`src/sv/tcpop_pkg.sv`:
```
// Package for the TCP option parser: option kinds, lengths and result type.
// No dependencies; imported by tcpop_parser, tcp_option_parser and the testbench.
package tcpop_pkg;

    localparam logic [7:0] KIND_END    = 8'd0;
    localparam logic [7:0] KIND_NOP    = 8'd1;
    localparam logic [7:0] KIND_MSS    = 8'd2;
    localparam logic [7:0] KIND_WSCALE = 8'd3;
    localparam logic [7:0] KIND_SACK   = 8'd4;
    localparam logic [7:0] KIND_TS     = 8'd8;

    localparam logic [7:0] LEN_MSS     = 8'd4;
    localparam logic [7:0] LEN_WSCALE  = 8'd3;
    localparam logic [7:0] LEN_SACK    = 8'd2;
    localparam logic [7:0] LEN_TS      = 8'd10;
    // shortest legal length byte (kind and length alone)
    localparam logic [7:0] LEN_MIN     = 8'd2;

    // option byte positions: kind, length, first data byte
    localparam logic [7:0] POS_KIND    = 8'd0;
    localparam logic [7:0] POS_LEN     = 8'd1;
    localparam logic [7:0] POS_DATA0   = 8'd2;

    typedef struct packed {
        logic [15:0] mss_value;
        logic [7:0]  shift_count;
        logic        sack_permitted;
        logic        timestamps_present;
        logic        nop_present;
    } t_result;

endpackage

```
`src/sv/tcpop_if.sv`:
```
// Valid/ready channel interfaces for option bytes in and parse results out.
// Independent of the package; payload widths follow the field list.
interface tcpop_in_if;
    logic       valid;
    logic       ready;
    logic [7:0] option_byte;
    logic       last_byte;

    modport source (output valid, output option_byte, output last_byte, input ready);
    modport sink   (input valid, input option_byte, input last_byte, output ready);
endinterface

interface tcpop_out_if;
    logic        valid;
    logic        ready;
    logic [15:0] mss_value;
    logic [7:0]  shift_count;
    logic        sack_permitted;
    logic        timestamps_present;
    logic        nop_present;

    modport source (output valid, output mss_value, output shift_count,
                    output sack_permitted, output timestamps_present,
                    output nop_present, input ready);
    modport sink   (input valid, input mss_value, input shift_count,
                    input sack_permitted, input timestamps_present,
                    input nop_present, output ready);
endinterface

```
`src/sv/tcpop_parser.sv`:
```
// Option walk state and per-byte update for the TCP option parser.
// Depends on tcpop_pkg for option codes and the result struct.
module tcpop_parser
    import tcpop_pkg::*;
(
    input  logic       i_clk,
    input  logic       i_rst_n,
    input  logic       i_take,
    input  logic [7:0] i_byte,
    input  logic       i_last,
    output t_result    o_result
);

    logic        r_stopped, n_stopped;
    logic [7:0]  r_kind, n_kind;
    logic [7:0]  r_len, n_len;
    logic [7:0]  r_pos, n_pos;
    logic [7:0]  r_upper, n_upper;
    t_result     r_held, n_held;

    logic        fin;
    logic [7:0]  fin_len;
    logic [8:0]  pos_inc;

    assign pos_inc = {1'b0, r_pos} + 9'd1;

    // walk kind / length / data for one byte
    always_comb begin
        n_stopped = r_stopped;
        n_kind    = r_kind;
        n_len     = r_len;
        n_pos     = r_pos;
        n_upper   = r_upper;
        n_held    = r_held;
        fin       = 1'b0;
        fin_len   = r_len;
        if (!r_stopped) begin
            if (r_pos == POS_KIND) begin
                if (i_byte == KIND_END) begin
                    n_stopped = 1'b1;
                end else if (i_byte == KIND_NOP) begin
                    n_held.nop_present = 1'b1;
                end else begin
                    n_kind = i_byte;
                    n_pos  = POS_LEN;
                end
            end else if (r_pos == POS_LEN) begin
                if (i_byte < LEN_MIN) begin
                    n_stopped = 1'b1;
                    n_pos     = POS_KIND;
                end else begin
                    n_len = i_byte;
                    if (i_byte == LEN_MIN) begin
                        fin     = 1'b1;
                        fin_len = i_byte;
                    end else begin
                        n_pos = POS_DATA0;
                    end
                end
            end else begin
                if (r_pos == POS_DATA0) begin
                    n_upper = i_byte;
                end
                if (pos_inc == {1'b0, r_len}) begin
                    fin = 1'b1;
                end else begin
                    n_pos = pos_inc[7:0];
                end
            end
        end

        // commit a complete option of a recognized kind and length
        if (fin) begin
            n_pos = POS_KIND;
            if (r_kind == KIND_MSS && fin_len == LEN_MSS) begin
                n_held.mss_value = {r_upper, i_byte};
            end else if (r_kind == KIND_WSCALE && fin_len == LEN_WSCALE) begin
                n_held.shift_count = i_byte;
            end else if (r_kind == KIND_SACK && fin_len == LEN_SACK) begin
                n_held.sack_permitted = 1'b1;
            end else if (r_kind == KIND_TS && fin_len == LEN_TS) begin
                n_held.timestamps_present = 1'b1;
            end
        end
    end

    assign o_result = n_held;

    // hold walk state; clear it after the final byte of an area
    always_ff @(posedge i_clk) begin
        if (!i_rst_n || (i_take && i_last)) begin
            r_stopped <= 1'b0;
            r_kind    <= '0;
            r_len     <= '0;
            r_pos     <= POS_KIND;
            r_upper   <= '0;
            r_held    <= '0;
        end else if (i_take) begin
            r_stopped <= n_stopped;
            r_kind    <= n_kind;
            r_len     <= n_len;
            r_pos     <= n_pos;
            r_upper   <= n_upper;
            r_held    <= n_held;
        end
    end

endmodule

```
`src/sv/tcp_option_parser.sv`:
```
// TCP option parser: one option byte per request, one result per option area.
// An input register feeds the byte walk; a final byte passes it, then the
// result register, which lets the next area stream in while a result waits.
// Throughput: 1 byte per cycle unless a final byte waits on a held result.
// Reset (synchronous, active low) empties both registers and clears the walk.
module tcp_option_parser
    import tcpop_pkg::*;
(
    input  logic         i_clk,
    input  logic         i_rst_n,
    tcpop_in_if.sink     i_in,
    tcpop_out_if.source  o_out
);

    logic       r_s1_valid;
    logic [7:0] r_s1_byte;
    logic       r_s1_last;
    logic       r_res_valid;
    t_result    r_res;

    logic       res_free;
    logic       s1_adv;
    t_result    walk_result;

    assign res_free   = !r_res_valid || o_out.ready;
    assign s1_adv     = r_s1_valid && (!r_s1_last || res_free);
    assign i_in.ready = !r_s1_valid || s1_adv;

    // capture the incoming request
    always_ff @(posedge i_clk) begin
        if (!i_rst_n) begin
            r_s1_valid <= 1'b0;
        end else if (i_in.ready) begin
            r_s1_valid <= i_in.valid;
        end
        if (i_in.ready) begin
            r_s1_byte <= i_in.option_byte;
            r_s1_last <= i_in.last_byte;
        end
    end

    tcpop_parser u_parser (
        .i_clk    (i_clk),
        .i_rst_n  (i_rst_n),
        .i_take   (s1_adv),
        .i_byte   (r_s1_byte),
        .i_last   (r_s1_last),
        .o_result (walk_result)
    );

    // hold the result until the sink takes it
    always_ff @(posedge i_clk) begin
        if (!i_rst_n) begin
            r_res_valid <= 1'b0;
        end else if (s1_adv && r_s1_last) begin
            r_res_valid <= 1'b1;
        end else if (o_out.ready) begin
            r_res_valid <= 1'b0;
        end
        if (s1_adv && r_s1_last) begin
            r_res <= walk_result;
        end
    end

    assign o_out.valid              = r_res_valid;
    assign o_out.mss_value          = r_res.mss_value;
    assign o_out.shift_count        = r_res.shift_count;
    assign o_out.sack_permitted     = r_res.sack_permitted;
    assign o_out.timestamps_present = r_res.timestamps_present;
    assign o_out.nop_present        = r_res.nop_present;

endmodule

```
`src/flat_wrapper.sv`:
```
// flat-port wrapper written by rule: the top's interface ports become plain ports
module tcp_option_parser_flat import tcpop_pkg::*;
  (i_clk, i_rst_n, i_in_valid, i_in_option_byte, i_in_last_byte, i_in_ready, o_out_valid, o_out_mss_value, o_out_shift_count, o_out_sack_permitted, o_out_timestamps_present, o_out_nop_present, o_out_ready);
  tcpop_in_if i_in_i ();
  tcpop_out_if o_out_i ();
  input  logic i_clk;
  input  logic i_rst_n;
  input wire logic [$bits(i_in_i.valid)-1:0] i_in_valid;
  input wire logic [$bits(i_in_i.option_byte)-1:0] i_in_option_byte;
  input wire logic [$bits(i_in_i.last_byte)-1:0] i_in_last_byte;
  output wire logic [$bits(i_in_i.ready)-1:0] i_in_ready;
  output wire logic [$bits(o_out_i.valid)-1:0] o_out_valid;
  output wire logic [$bits(o_out_i.mss_value)-1:0] o_out_mss_value;
  output wire logic [$bits(o_out_i.shift_count)-1:0] o_out_shift_count;
  output wire logic [$bits(o_out_i.sack_permitted)-1:0] o_out_sack_permitted;
  output wire logic [$bits(o_out_i.timestamps_present)-1:0] o_out_timestamps_present;
  output wire logic [$bits(o_out_i.nop_present)-1:0] o_out_nop_present;
  input wire logic [$bits(o_out_i.ready)-1:0] o_out_ready;
  assign i_in_i.valid = i_in_valid;
  assign i_in_i.option_byte = i_in_option_byte;
  assign i_in_i.last_byte = i_in_last_byte;
  assign i_in_ready = i_in_i.ready;
  assign o_out_valid = o_out_i.valid;
  assign o_out_mss_value = o_out_i.mss_value;
  assign o_out_shift_count = o_out_i.shift_count;
  assign o_out_sack_permitted = o_out_i.sack_permitted;
  assign o_out_timestamps_present = o_out_i.timestamps_present;
  assign o_out_nop_present = o_out_i.nop_present;
  assign o_out_i.ready = o_out_ready;
  tcp_option_parser u_core (.i_clk(i_clk), .i_rst_n(i_rst_n), .i_in(i_in_i), .o_out(o_out_i));
endmodule
```
`config.mk`:
```
export PLATFORM = sky130hd
export DESIGN_NAME = tcp_option_parser_flat
export DESIGN_NICKNAME = d
export VERILOG_FILES = /design/src/sv/tcpop_pkg.sv /design/src/sv/tcpop_if.sv /design/src/sv/tcpop_parser.sv /design/src/sv/tcp_option_parser.sv /design/src/flat_wrapper.sv
export SDC_FILE = /design/constraint.sdc
export NUM_CORES = 1
export LEC_CHECK = 0
export ABC_AREA = 1
export BUFFER_PORTS_ARGS = -buffer_cell sky130_fd_sc_hd__buf_2
export CORE_MARGIN = 4
export CORE_UTILIZATION = 55
export DETAILED_ROUTE_END_ITERATION = 10
export MAX_ROUTING_LAYER = met4
export PLACE_DENSITY_LB_ADDON = 0.2
export SYNTH_ARGS = -nofsm -noshare
export SYNTH_HDL_FRONTEND = slang
export SYNTH_SLANG_ARGS = --single-unit
```
`constraint.sdc`:
```
create_clock -name i_clk -period 2.45 [get_ports i_clk]
set_input_delay 0.3675 -clock i_clk [delete_from_list [all_inputs] [get_ports i_clk]]
set_output_delay 0.3675 -clock i_clk [all_outputs]
set_load 0.02 [all_outputs]
```
==> reports/results.txt, run 1 <==
clock power share -> 30.6%
Worst Slack Setup Final -> 0.2638 ns
Area contributors post-synth -> dfxtp_1, edfxtp_1, nand2_1
TritonCTS clock tree -> yes
Clock Tree Buf Depth -> 2
combinational share of power -> 12.8%
Max Transition Viols Final -> 0
Fin Clk Skew -> 0.01366 ns
PwrDens -> 601.8 mW/mm2
Post-synth EDFFs -> 36
CTS Sinks -> 98
DRC -> 0
switching power -> 891.8 uW
Yosys reg bits -> 98
die width -> 100.2 um
setup_tns -> 0 ns
Pleak -> 2.456 nW
R2R Setup Slk -> 0.26 ns
CP startpoint kind -> flip-flop
worst r2r src -> u_core.u_parser.r_pos[1]
buffers added on ports -> 41
HP Class -> in2reg
Hold Path Depth -> 1
count of boundary I/O pins -> 42
Yosys warnings -> 0
Worst EP required -> 2.77 ns
maximum clock frequency -> 457.4 MHz
Clock Pin Slew Worst Setup and Hold Paths -> 0.10 ns
top cell type's share of synthesized area -> 26.57%
number of global-route vias before repair -> 3576
pre-CTS setup slack -> 0.1063 ns
RR Endpoint -> u_core.u_parser.r_held[15]
# nets final -> 644
CTS Buf Count -> 9
VDD IR-drop max -> 0.0003645 V
count of different cell masters after synthesis -> 37
synthesized area -> 0.004671 mm2
DR iter-0 viols -> 230
Post-Syn Area per Cell -> 8.109 um2
Register-to-Register Path Depth -> 15
GRT Total Usage -> 21.26%
Synth-to-Final Area Change -> 12.75%
Overflow after GRT -> 0
Site Rows -> 33
P_int -> 2.278 mW
DRT Pass-1 Iters -> 5
Final setup viols -> 0
outcome -> finished clean
global-route wire length before repair -> 16640 um
Critical Path End -> u_core.u_parser.r_held[15]
core footprint -> 0.008258 mm2
Cells after Synth -> 576
synthesized net count -> 593
unrepaired setup endpoints after global routing -> no
Final Hold Fails -> 0
Main synth FF type -> dfxtp_1
pin count of the biggest net entering global routing -> 52
n_diodes -> 0
H-tree depth -> 3
Via density -> 5.167
Initial Util -> 56.56%
post-DP HPWL -> 7077 um
Max-Cap Viols -> 0
post-route total power -> 3.169 mW
cell accounting for the most synthesized area -> dfxtp_1
Hold WS -> 0.1718 ns
sequential cell fraction of total power -> 56.6%
full die area -> 0.01003 mm2
total number of vias -> 3808
Setup Crit Path Kind -> reg2reg
chip height -> 100.2 um
CP max FO -> 17
Worst Max-Slew Pin Slew -> 0.6552 ns
Worst Setup SP -> u_core.u_parser.r_pos[1]
switching portion of total power -> 28.14%
placer congestion estimate -> 0.9348
relative slew slack -> 56.32%
initial antenna violation count -> 0
Routed Antenna Nets -> 0
Final min period -> 2.186 ns
Root Driver -> clkbuf_8
Async S/R FF share, synth -> 0%
Worst-Skew Late Latency -> 0.36 ns
final wirelength -> 9840 um
drt wl/cell -> 13.35 um
Critical Path Sink Type -> flip-flop
layout cells sized above 1 -> 17.56%
arrival time worst endpoint -> 2.50 ns
Period Utilization, post-route -> 89.23%
register area share after synthesis -> 49.72%
==> stage by stage <==
step / utilization, % / area [um2] / instances
after floorplan: - / 4671 / 576
after global placement: 60.91 / 5030 / 719
after detailed placement: 60.91 / 5030 / 719
after CTS: 63.08 / 5209 / 735
after global routing: 63.77 / 5266 / 737
final: 63.77 / 5266 / 737
==> power groups by stage <==
stage	combinational [mW]	sequential, mW	clock [mW]
2_1_floorplan	0.286	1.84	0
3_3_place_gp	0.385	1.83	0
3_5_place_dp	0.398	1.83	0
4_1_cts	0.399	1.79	1.00
5_1_grt	0.458	1.80	1.07
6_report	0.405	1.79	0.970
==> cell usage after synthesis (2+ instances only) <==
master,instances
clkbuf_1,9
nor2_2,2
nand3b_1,17
nand2_1,127
a211oi_1,8
edfxtp_1,36
nand3_1,48
nor2_4,8
buf_1,2
nor3_1,4
o21ai_1,2
a21oi_1,28
dfxtp_1,62
inv_2,3
nand4_4,2
nor3_2,2
ha_1,4
nand2_2,6
buf_2,5
nand4_1,12
nand3_4,2
o21ai_0,26
inv_1,77
nor2_1,69
buf_6,3
==> final cells by class <==
class / count / area, um2
fillers: 723 / 2992
flip-flops and latches: 98 / 2330
multi-input cells: 377 / 1971
repair buffers: 61 / 355.3
inverters: 80 / 300.3
well taps: 105 / 131.4
clock buffers: 10 / 127.6
clock inverters: 6 / 51.30
==> critical path: stages (launching register included) <==
cell and delay [ns]:
dfxtp_4 0.39, ha_1 0.29, inv_1 0.06, nand2_1 0.09, nand2_1 0.07, nand2_1 0.06, nand2_1 0.05, nor2_1 0.12
nand3_2 0.11, nor2_4 0.18, nand3_4 0.12, buf_4 0.20, nand3b_1 0.22, nand3_1 0.10, nand2_1 0.06, inv_1 0.04
==> state kept, by name, summed over array words and instances (netlist names) <==
signal,flops
u_core.o_out.mss_value,16
u_core.o_out.nop_present,1
u_core.o_out.sack_permitted,1
u_core.o_out.shift_count,8
u_core.o_out.timestamps_present,1
u_core.o_out.valid,1
u_core.r_s1_byte,8
u_core.r_s1_last,1
u_core.r_s1_valid,1
u_core.u_parser.r_held,27
u_core.u_parser.r_kind,8
u_core.u_parser.r_len,8
u_core.u_parser.r_pos,8
u_core.u_parser.r_stopped,1
u_core.u_parser.r_upper,8
==> how the worst min path moves through the flow <==
stage	startpoint	end	slack, ns
6_report	i_in_option_byte[4]	u_core.r_s1_byte[4]	0.17
2_1_floorplan	u_core.u_parser.r_kind[5]	u_core.u_parser.r_kind[5]	0.43
3_5_place_dp	u_core.u_parser.r_kind[7]	u_core.u_parser.r_kind[7]	0.44
3_3_place_gp	u_core.u_parser.r_kind[7]	u_core.u_parser.r_kind[7]	0.44
5_1_grt	i_in_option_byte[4]	u_core.r_s1_byte[4]	0.16
4_1_cts	i_in_option_byte[4]	u_core.r_s1_byte[4]	0.16
==> what timing repair did <==
item,4_1_cts,5_1_grt
hold buffers,0,0
endpoints found under the hold margin,0,0
resized for setup,0,9
setup buffers,0,2
endpoints found under the setup margin,0,54
==> cell families after synthesis <==
group / count (synthesis) / synth area share [%]
adder cells (fa/ha/maj): 4 / 1.072
buffers and inverters: 101 / 8.840
flip-flops: 98 / 49.72
AO/OA/AOI/OAI: 68 / 8.036
AND/OR/NAND/NOR: 305 / 32.33
==> layout by cell type, fill, tap and decap left out, drive strengths merged, types with 2 or more instances in the layout <==
cell type  netlist  routed
a211oi           8       8
a21oi           28      28
buf             11      61
clkbuf          10      10
clkinvlp         0       2
dfxtp           62      62
edfxtp          36      36
ha               4       4
inv             80      83
nand2          134     134
nand3           50      50
nand3b          17      17
nand4           14      14
nor2            79      79
nor3             7       7
nor4             2       2
o21ai           28      28
==> layer usage <==
| metal | GRT usage (%) | up-vias | part of all wire (%) |
|---|---|---|---|
| li1 | - | 1973 | - |
| met3 | 2.919 | 11 | 5.4 |
| met2 | 34.00 | 84 | 48 |
| met4 | 6.010 | 0 | 1.2 |
| met1 | 28.46 | 1740 | 46 |
| met5 | - | - | 0 |
Power figures use the tool's default switching activity.
==> run 2: changes to the inputs <==
--- a/config.mk
+++ b/config.mk
@@ -5,13 +5,12 @@
 export SDC_FILE = /design/constraint.sdc
 export NUM_CORES = 1
 export LEC_CHECK = 0
-export ABC_AREA = 1
 export BUFFER_PORTS_ARGS = -buffer_cell sky130_fd_sc_hd__buf_2
 export CORE_MARGIN = 4
-export CORE_UTILIZATION = 55
+export CORE_UTILIZATION = 53
 export DETAILED_ROUTE_END_ITERATION = 10
 export MAX_ROUTING_LAYER = met4
-export PLACE_DENSITY_LB_ADDON = 0.2
+export PLACE_DENSITY = 0.79
 export SYNTH_ARGS = -nofsm -noshare
 export SYNTH_HDL_FRONTEND = slang
 export SYNTH_SLANG_ARGS = --single-unit
==> constraint.sdc (replaced) <==
create_clock -name i_clk -period 2 [get_ports i_clk]
set_input_delay 0.3 -clock i_clk [delete_from_list [all_inputs] [get_ports i_clk]]
set_output_delay 0.3 -clock i_clk [all_outputs]
set_load 0.02 [all_outputs]
==> reports/results.txt, run 2 <==
count of boundary I/O pins -> 42
top cell type's share of synthesized area -> 29.01%
Setup Crit Path Kind -> reg2reg
maximum clock frequency -> 355.3 MHz
switching power -> 953.1 uW
Yosys reg bits -> 98
met1 global-route usage -> 25.95%
most frequent cells in the layout -> buf_4, nor2_1, dfxtp_1, mux2i_1, buf_2
post-DP HPWL -> 6705 um
die width -> 97.84 um
Cells after DPL -> 578
Yosys warnings -> 0
Clock Tree Buf Depth -> 2
busiest grt layer -> met2
PwrDens -> 606.0 mW/mm2
total number of vias -> 3513
Site Rows -> 32
most frequent cell after synthesis -> dfxtp_1
VDD IR-drop max -> 0.0006437 V
DRT Pass-1 Iters -> 4
synthesized net count -> 393
Clock Pin Slew Worst Setup and Hold Paths -> 0.10 ns
Final Util -> 77.48%
Routed Antenna Nets -> 0
Top reg by flops -> u_core.u_parser.r_held
Max Transition Viols Final -> 0
Area contributors post-synth -> dfxtp_1, edfxtp_1, mux2i_1
Main synth FF type -> dfxtp_1
CP max FO -> 8
Overflow after GRT -> 0
pre-CTS setup slack -> -0.7957 ns
TritonCTS clock tree -> yes
Async S/R FF share, synth -> 0%
final wirelength -> 11580 um
synthesized area -> 0.004278 mm2
outcome -> finished, violations left
Final Non-Filler Cells -> 619
Post-Syn Area per Cell -> 11.38 um2
CP max-delay cell -> or4_4
cell accounting for the most synthesized area -> dfxtp_1
Worst EP required -> 2.27 ns
crit-path most repeated cell -> or4_4
DR iter-0 viols -> 264
CTS Buf Count -> 9
commonest non-fill, non-tap cell in the layout -> buf_4
initial antenna violation count -> 0
max reg flops -> 27
number of global-route vias before repair -> 3569
Max-Cap Viols -> 0
Initial Util -> 54.79%
unrepaired setup endpoints after global routing -> yes
switching portion of total power -> 26.00%
Worst-Skew Late Latency -> 0.37 ns
DRC -> 0
cell breakdown of the critical path -> or4_4 > or4b_4 > or4_4 > or4_4 > buf_8 > mux2i_1 > nor2_1
Worst Max-Slew Pin Slew -> 0.6152 ns
Final setup viols -> 81
Pleak -> 2.586 nW
H-tree depth -> 3
setup_tns -> -44.88 ns
met2 global-route usage -> 38.74%
Final Hold Fails -> 0
Root Driver -> clkbuf_8
layout cells sized above 1 -> 45.84%
# nets final -> 529
CP startpoint kind -> flip-flop
pin count of the biggest net entering global routing -> 50
Crit path buffers/inverters -> 1
placer congestion estimate -> 0.8669
combinational share of power -> 9.2%
Post-synth EDFFs -> 36
CTS Sinks -> 98
register area share after synthesis -> 54.28%
HP Class -> in2reg
GRT Total Usage -> 23.10%
violated checks -> setup timing
core footprint -> 0.007807 mm2
final instance area -> 0.006050 mm2
Cells after Synth -> 376
top cells by count, synth -> dfxtp_1, nor2_1, mux2i_1
CP top delay family -> simple AND/OR/NAND/NOR gates
Period Utilization, post-route -> 140.7%
Via density -> 5.675
P_int -> 2.713 mW
sequential cell fraction of total power -> 57.5%
GR Layer Usage met3 -> 4.786%
arrival time worst endpoint -> 3.08 ns
count of different cell masters after synthesis -> 50
Fin Clk Skew -> 0.01119 ns
global-route wire length before repair -> 17180 um
clock power share -> 33.3%
drt wl/cell -> 18.71 um
Final min period -> 2.814 ns
Critical Path Sink Type -> flip-flop
Worst Slack Setup Final -> -0.8143 ns
relative slew slack -> 58.71%
n_diodes -> 0
buffers added on ports -> 41
CP peak stage delay -> 0.52 ns
chip height -> 97.84 um
fill cell count -> 453
Synth-to-Final Area Change -> 41.42%
Area after DPL -> 0.005299 mm2
full die area -> 0.009573 mm2
-- run 2: changes by cell type in the layout (fill, tap and decap cells not counted), moves of 9 or more --
cell	previous run	this run
mux2i_1	0	41
o21ai_0	26	1
nand3_1	47	9
nand2_1	127	15
a21oi_1	27	6
nand4_1	12	3
buf_4	20	67
buf_6	0	25
nand3b_1	17	2
mux2_4	0	24
nor2_1	69	55
inv_1	77	6
-- run 2: logic make-up (layout without fill, tap and decap cells) --
family / count (synthesis) / in the layout / synth area share (%)
buffers and inverters: 23 / 164 / 2.252
AO/OA/AOI/OAI: 34 / 34 / 5.850
AND/OR/NAND/NOR: 134 / 134 / 16.67
flip-flops: 98 / 98 / 54.28
adder cells (fa/ha/maj): 4 / 4 / 1.170
XOR/XNOR: 12 / 12 / 2.457
multiplexers: 71 / 71 / 17.31
-- run 2: worst paths after layout --
path                                                start                    endpoint  slack [ns]  cells past startpoint
worst max-delay path            u_core.u_parser.r_kind[6]  u_core.u_parser.r_held[10]       -0.81                      7
worst max register to register  u_core.u_parser.r_kind[6]  u_core.u_parser.r_held[10]       -0.81                      7
worst min-delay path                  i_in_option_byte[6]         u_core.r_s1_byte[6]         0.1                      1
worst min register to register  u_core.u_parser.r_kind[4]   u_core.u_parser.r_kind[4]        0.50                      2
-- run 2: repair_timing --
item,in CTS,in global routing
pin swaps,33,20
hold buffers,0,0
setup buffers,13,16
gates resized for setup,51,33
cloned,2,1
endpoints found under the setup margin,68,77
-- run 2: power by group through the flow --
stage / sequential, mW / clock (mW) / combinational, mW
floorplan: 2.17 / 0 / 0.122
global placement: 2.15 / 0 / 0.263
detailed placement: 2.15 / 0 / 0.271
CTS: 2.11 / 1.22 / 0.300
global route: 2.11 / 1.33 / 0.357
finish: 2.11 / 1.22 / 0.338
-- run 2: layout make-up --
| type | count | area [um2] | share of cell area [%] |
|---|---|---|---|
| flip-flops and latches | 98 | 2340 | 38.68 |
| multi-input cells | 255 | 2227 | 36.81 |
| repair buffers | 140 | 1135 | 18.76 |
| well taps | 102 | 127.6 | 2.110 |
| clock buffers | 9 | 123.9 | 2.048 |
| clock inverters | 7 | 61.31 | 1.013 |
| inverters | 8 | 35.03 | 0.5791 |
-- run 2: per-layer routing --
metal  routed length [um]  vias up
met5                    0        -
met4                  430        0
met3                  641       36
met2                 5901      129
met1                 4606     1719
li1                     -     1629
-- run 2: worst register-to-register path: cells and delay by family (launching register included) --
family / cells / cell delay, ns
DFF: 1 / 0.34
and+or+nand+nor: 5 / 2.02
muxes: 1 / 0.19
buffers and inverters: 1 / 0.16
-- run 2: stage by stage --
step	power (mW)	hold WS [ns]
2_1_floorplan	2.297	0.3989
3_3_place_gp	2.414	0.4392
3_5_place_dp	2.423	0.4625
4_1_cts	3.626	0.09375
5_1_grt	3.799	0.08639
6_report	3.666	0.09502
